--- config.mk ---
export PLATFORM = sky130hd
export DESIGN_NAME = double_ended_queue_unit
export DESIGN_NICKNAME = d
export VERILOG_FILES = /design/src/design/deq_pkg.sv /design/src/design/double_ended_queue_unit.sv /design/src/design/deq_datapath.sv /design/src/design/deq_ctrl.sv
export VERILOG_INCLUDE_DIRS = /design/src /design/src/design
export SDC_FILE = /design/constraint.sdc
export NUM_CORES = 1
export LEC_CHECK = 0
export CAP_MARGIN = 20
export CORE_MARGIN = 2
export CORE_UTILIZATION = 35
export DETAILED_ROUTE_END_ITERATION = 7
export DONT_BUFFER_PORTS = 1
export GPL_TIMING_DRIVEN = 0
export PLACE_DENSITY = 0.57
export SLEW_MARGIN = 0
export SYNTH_ARGS = -nofsm -noshare
export SYNTH_HDL_FRONTEND = slang
export SYNTH_HIERARCHICAL = 1
export SYNTH_SLANG_ARGS = --single-unit
--- constraint.sdc ---
create_clock -name clk -period 4.5 [get_ports clk]
set_input_delay 0.225 -clock clk [delete_from_list [all_inputs] [get_ports clk]]
set_output_delay 0.225 -clock clk [all_outputs]
set_load 0.01 [all_outputs]
--- src/design/double_ended_queue_unit_macros.svh ---
// ----------------------------------------------------------------------------
// double_ended_queue_unit_macros: assertion shorthands for the queue unit
// Clocked on clk and held off while rst is high.
// ----------------------------------------------------------------------------
`ifndef DOUBLE_ENDED_QUEUE_UNIT_MACROS_SVH
`define DOUBLE_ENDED_QUEUE_UNIT_MACROS_SVH

// condition implies consequence in the same cycle
`define DEQ_ASSERT_NOW(lbl, ante, cons) \
  lbl: assert property (@(posedge clk) disable iff (rst) (ante) |-> (cons)) \
    else $error("deq assertion failed");

// condition implies consequence in the next cycle
`define DEQ_ASSERT_NEXT(lbl, ante, cons) \
  lbl: assert property (@(posedge clk) disable iff (rst) (ante) |=> (cons)) \
    else $error("deq assertion failed");

`endif

--- src/design/deq_pkg.sv ---
`timescale 1ns / 1ps
// ----------------------------------------------------------------------------
// deq_pkg
// Shared types and constants of the double-ended queue unit.
// ----------------------------------------------------------------------------
package deq_pkg;

  localparam int DEQ_DEPTH = 16;

  // operation codes carried in the mode field
  typedef enum logic [2:0] {
    MODE_INS_FRONT = 3'd0,
    MODE_INS_REAR  = 3'd1,
    MODE_REM_FRONT = 3'd2,
    MODE_REM_REAR  = 3'd3,
    MODE_DUMP      = 3'd4
  } deq_mode_t;

  // result status codes
  typedef enum logic [1:0] {
    ST_OK    = 2'd0,
    ST_EMPTY = 2'd1,
    ST_FULL  = 2'd2
  } deq_status_t;

  // controller states
  typedef enum logic [1:0] {
    S_IDLE,
    S_EXEC,
    S_READ,
    S_DUMP
  } deq_state_t;

  // request payload
  typedef struct packed {
    logic [2:0]         mode;
    logic signed [31:0] value;
  } deq_req_t;

  // result payload
  typedef struct packed {
    deq_status_t        status;
    logic signed [31:0] data_out;
    logic               last;
    logic [4:0]         occupancy;
  } deq_res_t;

  // controller to datapath commands
  typedef struct packed {
    logic        latch;     // capture the request
    logic        ins;       // write entry and grow the queue
    logic        rd;        // read the store
    logic        step;      // advance the dump index
    logic        pop;       // shrink the queue after a remove
    logic        emit;      // load the result register
    deq_status_t st;        // status of the emitted result
    logic        use_data;  // result carries read data
    logic        last;      // result closes the request
  } deq_cmd_t;

  // datapath to controller status
  typedef struct packed {
    logic [2:0] mode;
    logic       empty;
    logic       full;
    logic       dump_last;
  } deq_sts_t;

endpackage

--- src/design/double_ended_queue_unit.sv ---
`timescale 1ns / 1ps
// Insert, unknown mode, or any request refused as full or empty: result loaded from S_EXEC.
// Remove: the store read is registered, so the result is loaded from S_READ, after S_EXEC.
// Dump of N entries: first result loaded from S_DUMP, after S_EXEC, then one per cycle, last marked.
// busy drops as the final result is loaded, so a new request fits in that result's cycle.
// Reset (synchronous, rst high) empties the queue; the store itself is not cleared.
// ----------------------------------------------------------------------------
// double_ended_queue_unit
// Bounded double-ended queue on a ring store with insert, remove and dump.
// ----------------------------------------------------------------------------
module double_ended_queue_unit import deq_pkg::*; #(
  parameter int DEPTH = DEQ_DEPTH
) (
  input  logic     clk,
  input  logic     rst,
  input  logic     start,
  input  deq_req_t req,
  output logic     busy,
  output logic     done,
  output deq_res_t res
);

  deq_cmd_t cmd;
  deq_sts_t sts;

  // sequencer
  deq_ctrl u_ctrl (
    .clk   (clk),
    .rst   (rst),
    .start (start),
    .sts   (sts),
    .busy  (busy),
    .cmd   (cmd)
  );

  // store and result path
  deq_datapath #(
    .DEPTH (DEPTH)
  ) u_datapath (
    .clk  (clk),
    .rst  (rst),
    .req  (req),
    .cmd  (cmd),
    .sts  (sts),
    .done (done),
    .res  (res)
  );

endmodule

--- src/design/deq_datapath.sv ---
`timescale 1ns / 1ps
// ----------------------------------------------------------------------------
// deq_datapath
// Ring store, head and count registers, dump index and result register.
// ----------------------------------------------------------------------------
`include "double_ended_queue_unit_macros.svh"

module deq_datapath import deq_pkg::*; #(
  parameter int DEPTH = DEQ_DEPTH
) (
  input  logic     clk,
  input  logic     rst,
  input  deq_req_t req,
  input  deq_cmd_t cmd,
  output deq_sts_t sts,
  output logic     done,
  output deq_res_t res
);

  localparam int IW = (DEPTH > 1) ? $clog2(DEPTH) : 1;
  localparam int CW = $clog2(DEPTH + 1);

  logic [2:0]         mode;
  logic signed [31:0] value;
  logic [IW-1:0]      head;
  logic [IW-1:0]      head_next;
  logic [CW-1:0]      count;
  logic [CW-1:0]      count_next;
  logic [IW-1:0]      idx;
  logic [IW-1:0]      idx_rd;
  logic [IW-1:0]      wr_addr;
  logic [IW-1:0]      rd_addr;
  logic [IW-1:0]      head_dec;
  logic [31:0]        rd_data;
  logic               is_front;
  logic               full;
  logic               empty;

  logic [31:0] mem [DEPTH];

  // ring add: base below DEPTH, offset at most DEPTH
  function automatic logic [IW-1:0] wrap_add(input logic [IW-1:0] b,
                                             input logic [CW-1:0] o);
    logic [CW:0] s;
    s = (CW+1)'(b) + (CW+1)'(o);
    if (s >= (CW+1)'(DEPTH)) begin
      s = s - (CW+1)'(DEPTH);
    end
    return s[IW-1:0];
  endfunction

  // latched request
  always_ff @(posedge clk) begin
    if (cmd.latch) begin
      mode  <= req.mode;
      value <= req.value;
    end
  end

  assign is_front = (mode == MODE_INS_FRONT) || (mode == MODE_REM_FRONT);
  assign full     = (count == CW'(DEPTH));
  assign empty    = (count == '0);
  assign head_dec = (head == '0) ? IW'(DEPTH - 1) : head - IW'(1);

  // addresses
  assign idx_rd  = cmd.step ? idx + IW'(1) : idx;
  assign wr_addr = is_front ? head_dec : wrap_add(head, count);
  always_comb begin
    priority if (mode == MODE_DUMP) begin
      rd_addr = wrap_add(head, CW'(idx_rd));
    end else if (is_front) begin
      rd_addr = head;
    end else begin
      rd_addr = wrap_add(head, count - CW'(1));
    end
  end

  // head and count updates
  always_comb begin
    head_next  = head;
    count_next = count;
    if (cmd.ins) begin
      head_next  = is_front ? head_dec : head;
      count_next = count + CW'(1);
    end else if (cmd.pop) begin
      head_next  = is_front ? wrap_add(head, CW'(1)) : head;
      count_next = count - CW'(1);
    end
  end

  always_ff @(posedge clk) begin
    if (rst) begin
      head  <= '0;
      count <= '0;
    end else begin
      head  <= head_next;
      count <= count_next;
    end
  end

  // dump walk index
  always_ff @(posedge clk) begin
    if (cmd.latch) begin
      idx <= '0;
    end else if (cmd.step) begin
      idx <= idx + IW'(1);
    end
  end

  // ring store
  always_ff @(posedge clk) begin
    if (cmd.ins) begin
      mem[wr_addr] <= value;
    end
    if (cmd.rd) begin
      rd_data <= mem[rd_addr];
    end
  end

  // result register
  always_ff @(posedge clk) begin
    if (rst) begin
      done <= 1'b0;
    end else begin
      done <= cmd.emit;
    end
  end

  always_ff @(posedge clk) begin
    if (cmd.emit) begin
      res.status    <= cmd.st;
      res.data_out  <= cmd.use_data ? rd_data : '0;
      res.last      <= cmd.last;
      res.occupancy <= 5'(count_next);
    end
  end

  assign sts.mode      = mode;
  assign sts.empty     = empty;
  assign sts.full      = full;
  assign sts.dump_last = ((CW'(idx) + CW'(1)) == count);

  // checks
  `DEQ_ASSERT_NOW(a_count_max, 1'b1, count <= CW'(DEPTH))
  `DEQ_ASSERT_NOW(a_no_ins_full, cmd.ins, !full)
  `DEQ_ASSERT_NOW(a_no_pop_empty, cmd.pop, !empty)
  `DEQ_ASSERT_NEXT(a_dump_continues, done && !res.last, done)

endmodule

--- src/design/deq_ctrl.sv ---
`timescale 1ns / 1ps
// ----------------------------------------------------------------------------
// deq_ctrl
// Sequencer for one request: decode, store access and result emission.
// ----------------------------------------------------------------------------
module deq_ctrl import deq_pkg::*; (
  input  logic     clk,
  input  logic     rst,
  input  logic     start,
  input  deq_sts_t sts,
  output logic     busy,
  output deq_cmd_t cmd
);

  deq_state_t state;
  deq_state_t state_next;

  // state register
  always_ff @(posedge clk) begin
    if (rst) begin
      state <= S_IDLE;
    end else begin
      state <= state_next;
    end
  end

  // next state
  always_comb begin
    state_next = state;
    unique case (state)
      S_IDLE: begin
        if (start) state_next = S_EXEC;
      end
      S_EXEC: begin
        state_next = S_IDLE;
        if (!sts.empty) begin
          if (sts.mode == MODE_REM_FRONT || sts.mode == MODE_REM_REAR) begin
            state_next = S_READ;
          end else if (sts.mode == MODE_DUMP) begin
            state_next = S_DUMP;
          end
        end
      end
      S_READ: state_next = S_IDLE;
      S_DUMP: begin
        if (sts.dump_last) state_next = S_IDLE;
      end
      default: state_next = S_IDLE;
    endcase
  end

  // outputs
  always_comb begin
    cmd      = '0;
    cmd.st   = ST_OK;
    cmd.last = 1'b1;
    busy     = (state != S_IDLE);
    unique case (state)
      S_IDLE: begin
        cmd.latch = start;
      end
      S_EXEC: begin
        unique case (sts.mode)
          MODE_INS_FRONT, MODE_INS_REAR: begin
            cmd.emit = 1'b1;
            if (sts.full) begin
              cmd.st = ST_FULL;
            end else begin
              cmd.ins = 1'b1;
            end
          end
          MODE_REM_FRONT, MODE_REM_REAR, MODE_DUMP: begin
            if (sts.empty) begin
              cmd.emit = 1'b1;
              cmd.st   = ST_EMPTY;
            end else begin
              cmd.rd = 1'b1;
            end
          end
          default: cmd.emit = 1'b1;
        endcase
      end
      S_READ: begin
        cmd.emit     = 1'b1;
        cmd.use_data = 1'b1;
        cmd.pop      = 1'b1;
      end
      S_DUMP: begin
        cmd.emit     = 1'b1;
        cmd.use_data = 1'b1;
        cmd.last     = sts.dump_last;
        cmd.rd       = !sts.dump_last;
        cmd.step     = !sts.dump_last;
      end
      default: cmd.latch = 1'b0;
    endcase
  end

endmodule
==> flow_metrics.tcl <==
set metrics [dict create \
    run_status "finished clean" \
    min_from "rst" \
    gp_congestion 0.790 \
    setup_violations 0 \
    crit_path_max_fanout 10 \
    skew_ns 0.0166 \
    ys_types 51 \
    clkSinkCount 635 \
    end_kind "register" \
    numCtsBuffers 68 \
    finalPower_uw 13200 \
    rr_startpoint "u_datapath/count[3]" \
    period_needed_ns 4.40 \
    firstDrtPassIters 5 \
    clkPwrFrac 0.417 \
    initialDrtViolationCount 1162 \
    detailed_place_hpwl_mm 38.2 \
    syn-num-nets 1614 \
    drive_gt1_frac 0.136 \
    fill_cells 6448 \
    seq_power_share 0.506 \
    io_buffers 0 \
    hp-class "in -> reg" \
    syn_inst 1558 \
    start_util 0.354 \
    powerDensity_nw_per_um2 438 \
    areaGrowthSynthToFinish_pct 18.5 \
    startpoint_type "register" \
    cts_root_buf "clkbuf_16" \
    maxSlewHeadroom 0.377 \
    r2r_end "u_datapath/rd_data[2]" \
    pre_cts_slack_ns -1.04 \
    fp.dieH_microns 273 \
    ys_ff_latch 635 \
    critPathTopFamily "buffers and inverters" \
    dp_cells 2527 \
    cp.arrival_ns 4.81 \
    multi_input_area_sq_um 6230 \
    pwr-share-comb 0.078 \
    drc 0 \
    max_slew.worst_pin.slew_ns 0.933 \
    crit_chain "clkbuf_1 -> xor2_1 -> xnor2_1 -> nor4_2 -> or2_1 -> inv_2 -> xor2_2 -> ha_2 -> inv_1 -> fa_1 -> xor2_1 -> a2bb2oi_2 -> and2_4 -> buf_12 -> buf_4 -> mux2i_1 -> mux2i_1 -> mux2i_1" \
    hold_path_end "u_datapath/head[0]" \
    fin_cells 2696 \
    cp_num_buf_inv 5 \
    clock_path_buffers 3 \
    antenna_found_initial 2 \
    cpMostUsedCell "mux2i_1" \
    die_w_microns 273 \
    fin_ws_ns 0.102 \
    worstPathRequired_ns 4.91 \
    syn_area_per_cell_sq_um 16.3 \
    timing.fmax_mhz 227 \
    clk_pin_slew_worst_paths_ns 0.06 \
    mostFrequentLayoutCells "edfxtp_1 (619), mux2i_1 (286), nor2_1 (206)" \
    power.share.switching 0.228 \
    ys.warnings.count 6 \
    rows 98 \
    leakage_uw 0.0104 \
    max_cap_violations 0 \
    worstHoldPathCells 2 \
    grt_pass1_wl_mm 86.4 \
    timing.final.crit_share 0.977 \
    vias 13300 \
    internal_power_uw 10200 \
    ios 80 \
    cpPeakStageDelay_ns 0.39 \
    power_switching_uw 2990 \
    grt_start_max_net_pins 27 \
    cts_tree "built" \
    ff_latch_area_sq_um 18900 \
    postRouteAntennaNets 0 \
    grt_usage 0.156 \
    setup_tns_ns 0 \
    crit_path_top_delay_cell "fa_1" \
    r2r_cells 18 \
    worstSetupPathType "reg -> reg" \
    finalWirelength_mm 58.2 \
    vias_per_cell 4.94 \
    drv_slew 0 \
    clock_latency_ns 0.61 \
    ys_seq_area_frac 0.746 \
    first_global_vias 13500 \
    core_area_sq_um 71600 \
    regToRegSetupSlack_ns 0.10 \
    layout_commonest_cell "edfxtp_1" \
    utilization 0.419 \
    die-area_sq_um 74500 \
    ir_drop_mv 0.277 \
    hold_violations 0 \
    nNetsFinal 1746 \
    wl_per_cell_microns 21.6 \
    synth.cell_area_sq_um 25300 \
    htreeDepth 3 \
    grt-ovfl-total 0 \
]
worst max-delay path by stage:
stage / startpoint / end / slack [ns] / cells past startpoint
3_3_place_gp: u_datapath/count[0] / u_datapath/mem[1][18] / -1.23 / 9
4_1_cts: u_datapath/idx[0] / u_datapath/rd_data[25] / 0.13 / 21
2_1_floorplan: u_datapath/idx[0] / u_datapath/rd_data[23] / 0.47 / 20
6_report: u_datapath/count[3] / u_datapath/rd_data[2] / 0.10 / 18
3_5_place_dp: u_datapath/idx[0] / u_datapath/rd_data[16] / -1.04 / 20
5_1_grt: u_datapath/count[3] / u_datapath/rd_data[31] / -0.10 / 19
flip-flops by register name (all words and copies together), names as in the netlist:
signal	cells
u_datapath/mem	512
u_datapath/res	40
u_datapath/rd_data	32
u_datapath/value	32
u_datapath/count	5
u_datapath/head	4
u_datapath/idx	4
u_datapath/mode	3
u_ctrl/state	2
u_datapath/done	1
stage by stage:
step | hold slack (ns) | area [sq um]
floorplan | 0.289 | 25300
global placement | 0.290 | 26500
finish | 0.0559 | 30000
global route | 0.0601 | 30000
detailed placement | 0.291 | 27100
CTS | 0.00889 | 29900
cell usage after synthesis (all sizes together):
master | number | area, sq um
nor3 | 6 | 30.0
nor2b | 14 | 95.1
a211oi | 4 | 40.0
buf | 57 | 358
and3 | 2 | 12.5
fa | 3 | 60.1
xnor2 | 13 | 114
a2bb2oi | 2 | 23.8
edfxtp | 619 | 18600
nand4 | 1 | 6.26
nand3b | 1 | 7.51
o221ai | 32 | 280
nor3b | 3 | 27.5
a31oi | 3 | 18.8
and2 | 34 | 213
a21oi | 9 | 48.8
o31ai | 3 | 22.5
a32oi | 32 | 280
a22o | 1 | 8.76
o311a | 1 | 10.0
o21ai | 8 | 40.0
or2 | 4 | 25.0
inv | 12 | 45.0
a211o | 2 | 17.5
a21o | 4 | 30.0
nor4b | 3 | 32.5
dfxtp | 16 | 320
ha | 15 | 188
nand2 | 86 | 323
nand3 | 10 | 50.1
clkbuf | 24 | 90.1
mux2 | 1 | 11.3
mux2i | 293 | 2930
nor2 | 223 | 837
nor4 | 2 | 12.5
xor2 | 11 | 104
o21a | 3 | 22.5
nand2b | 1 | 6.26
cell families after synthesis:
| family | count (synthesis) | synth area share |
|---|---|---|
| flops | 635 | 0.746 |
| simple gates | 390 | 0.0662 |
| mux | 294 | 0.116 |
| compound gates | 104 | 0.0333 |
| buf+inv | 93 | 0.0195 |
| xor+xnor | 24 | 0.00859 |
| fa+ha+maj | 18 | 0.00978 |
power by group through the flow:
stage	Combinational (uW)	Clock, uW	Sequential, uW
detailed placement	938	0	6780
floorplan	627	0	6740
finish	1020	5480	6650
CTS	1030	5620	6650
global route	1090	5850	6660
global placement	913	0	6780
cell type report:
cell class	count	area share
antenna	1	0.0000834
buffer	81	0.0201
clock buffer	88	0.0595
clock inverter	37	0.0133
inverter	12	0.00150
multi-input combinational	830	0.207
sequential	635	0.630
tap	950	0.0396
timing repair buffer	62	0.0283
per-layer routing:
layer  vias to the layer above  global-route usage  wire length [microns]
met5                         -                   0                      0
met4                         0              0.0555                   1390
met3                        86              0.0277                   2880
met2                       358               0.265                  28700
met1                      6699               0.202                  25200
li1                       6170                   -                      -
repair_timing:
action | in CTS | in global routing
hold endpoints to repair | 37 | 0
resized for setup | 75 | 11
hold buffers | 37 | 0
setup endpoints to repair | 32 | 32
buffers inserted | 4 | 2
pin swaps | 5 | 6
No activity file was read; power rests on OpenSTA's default activity.
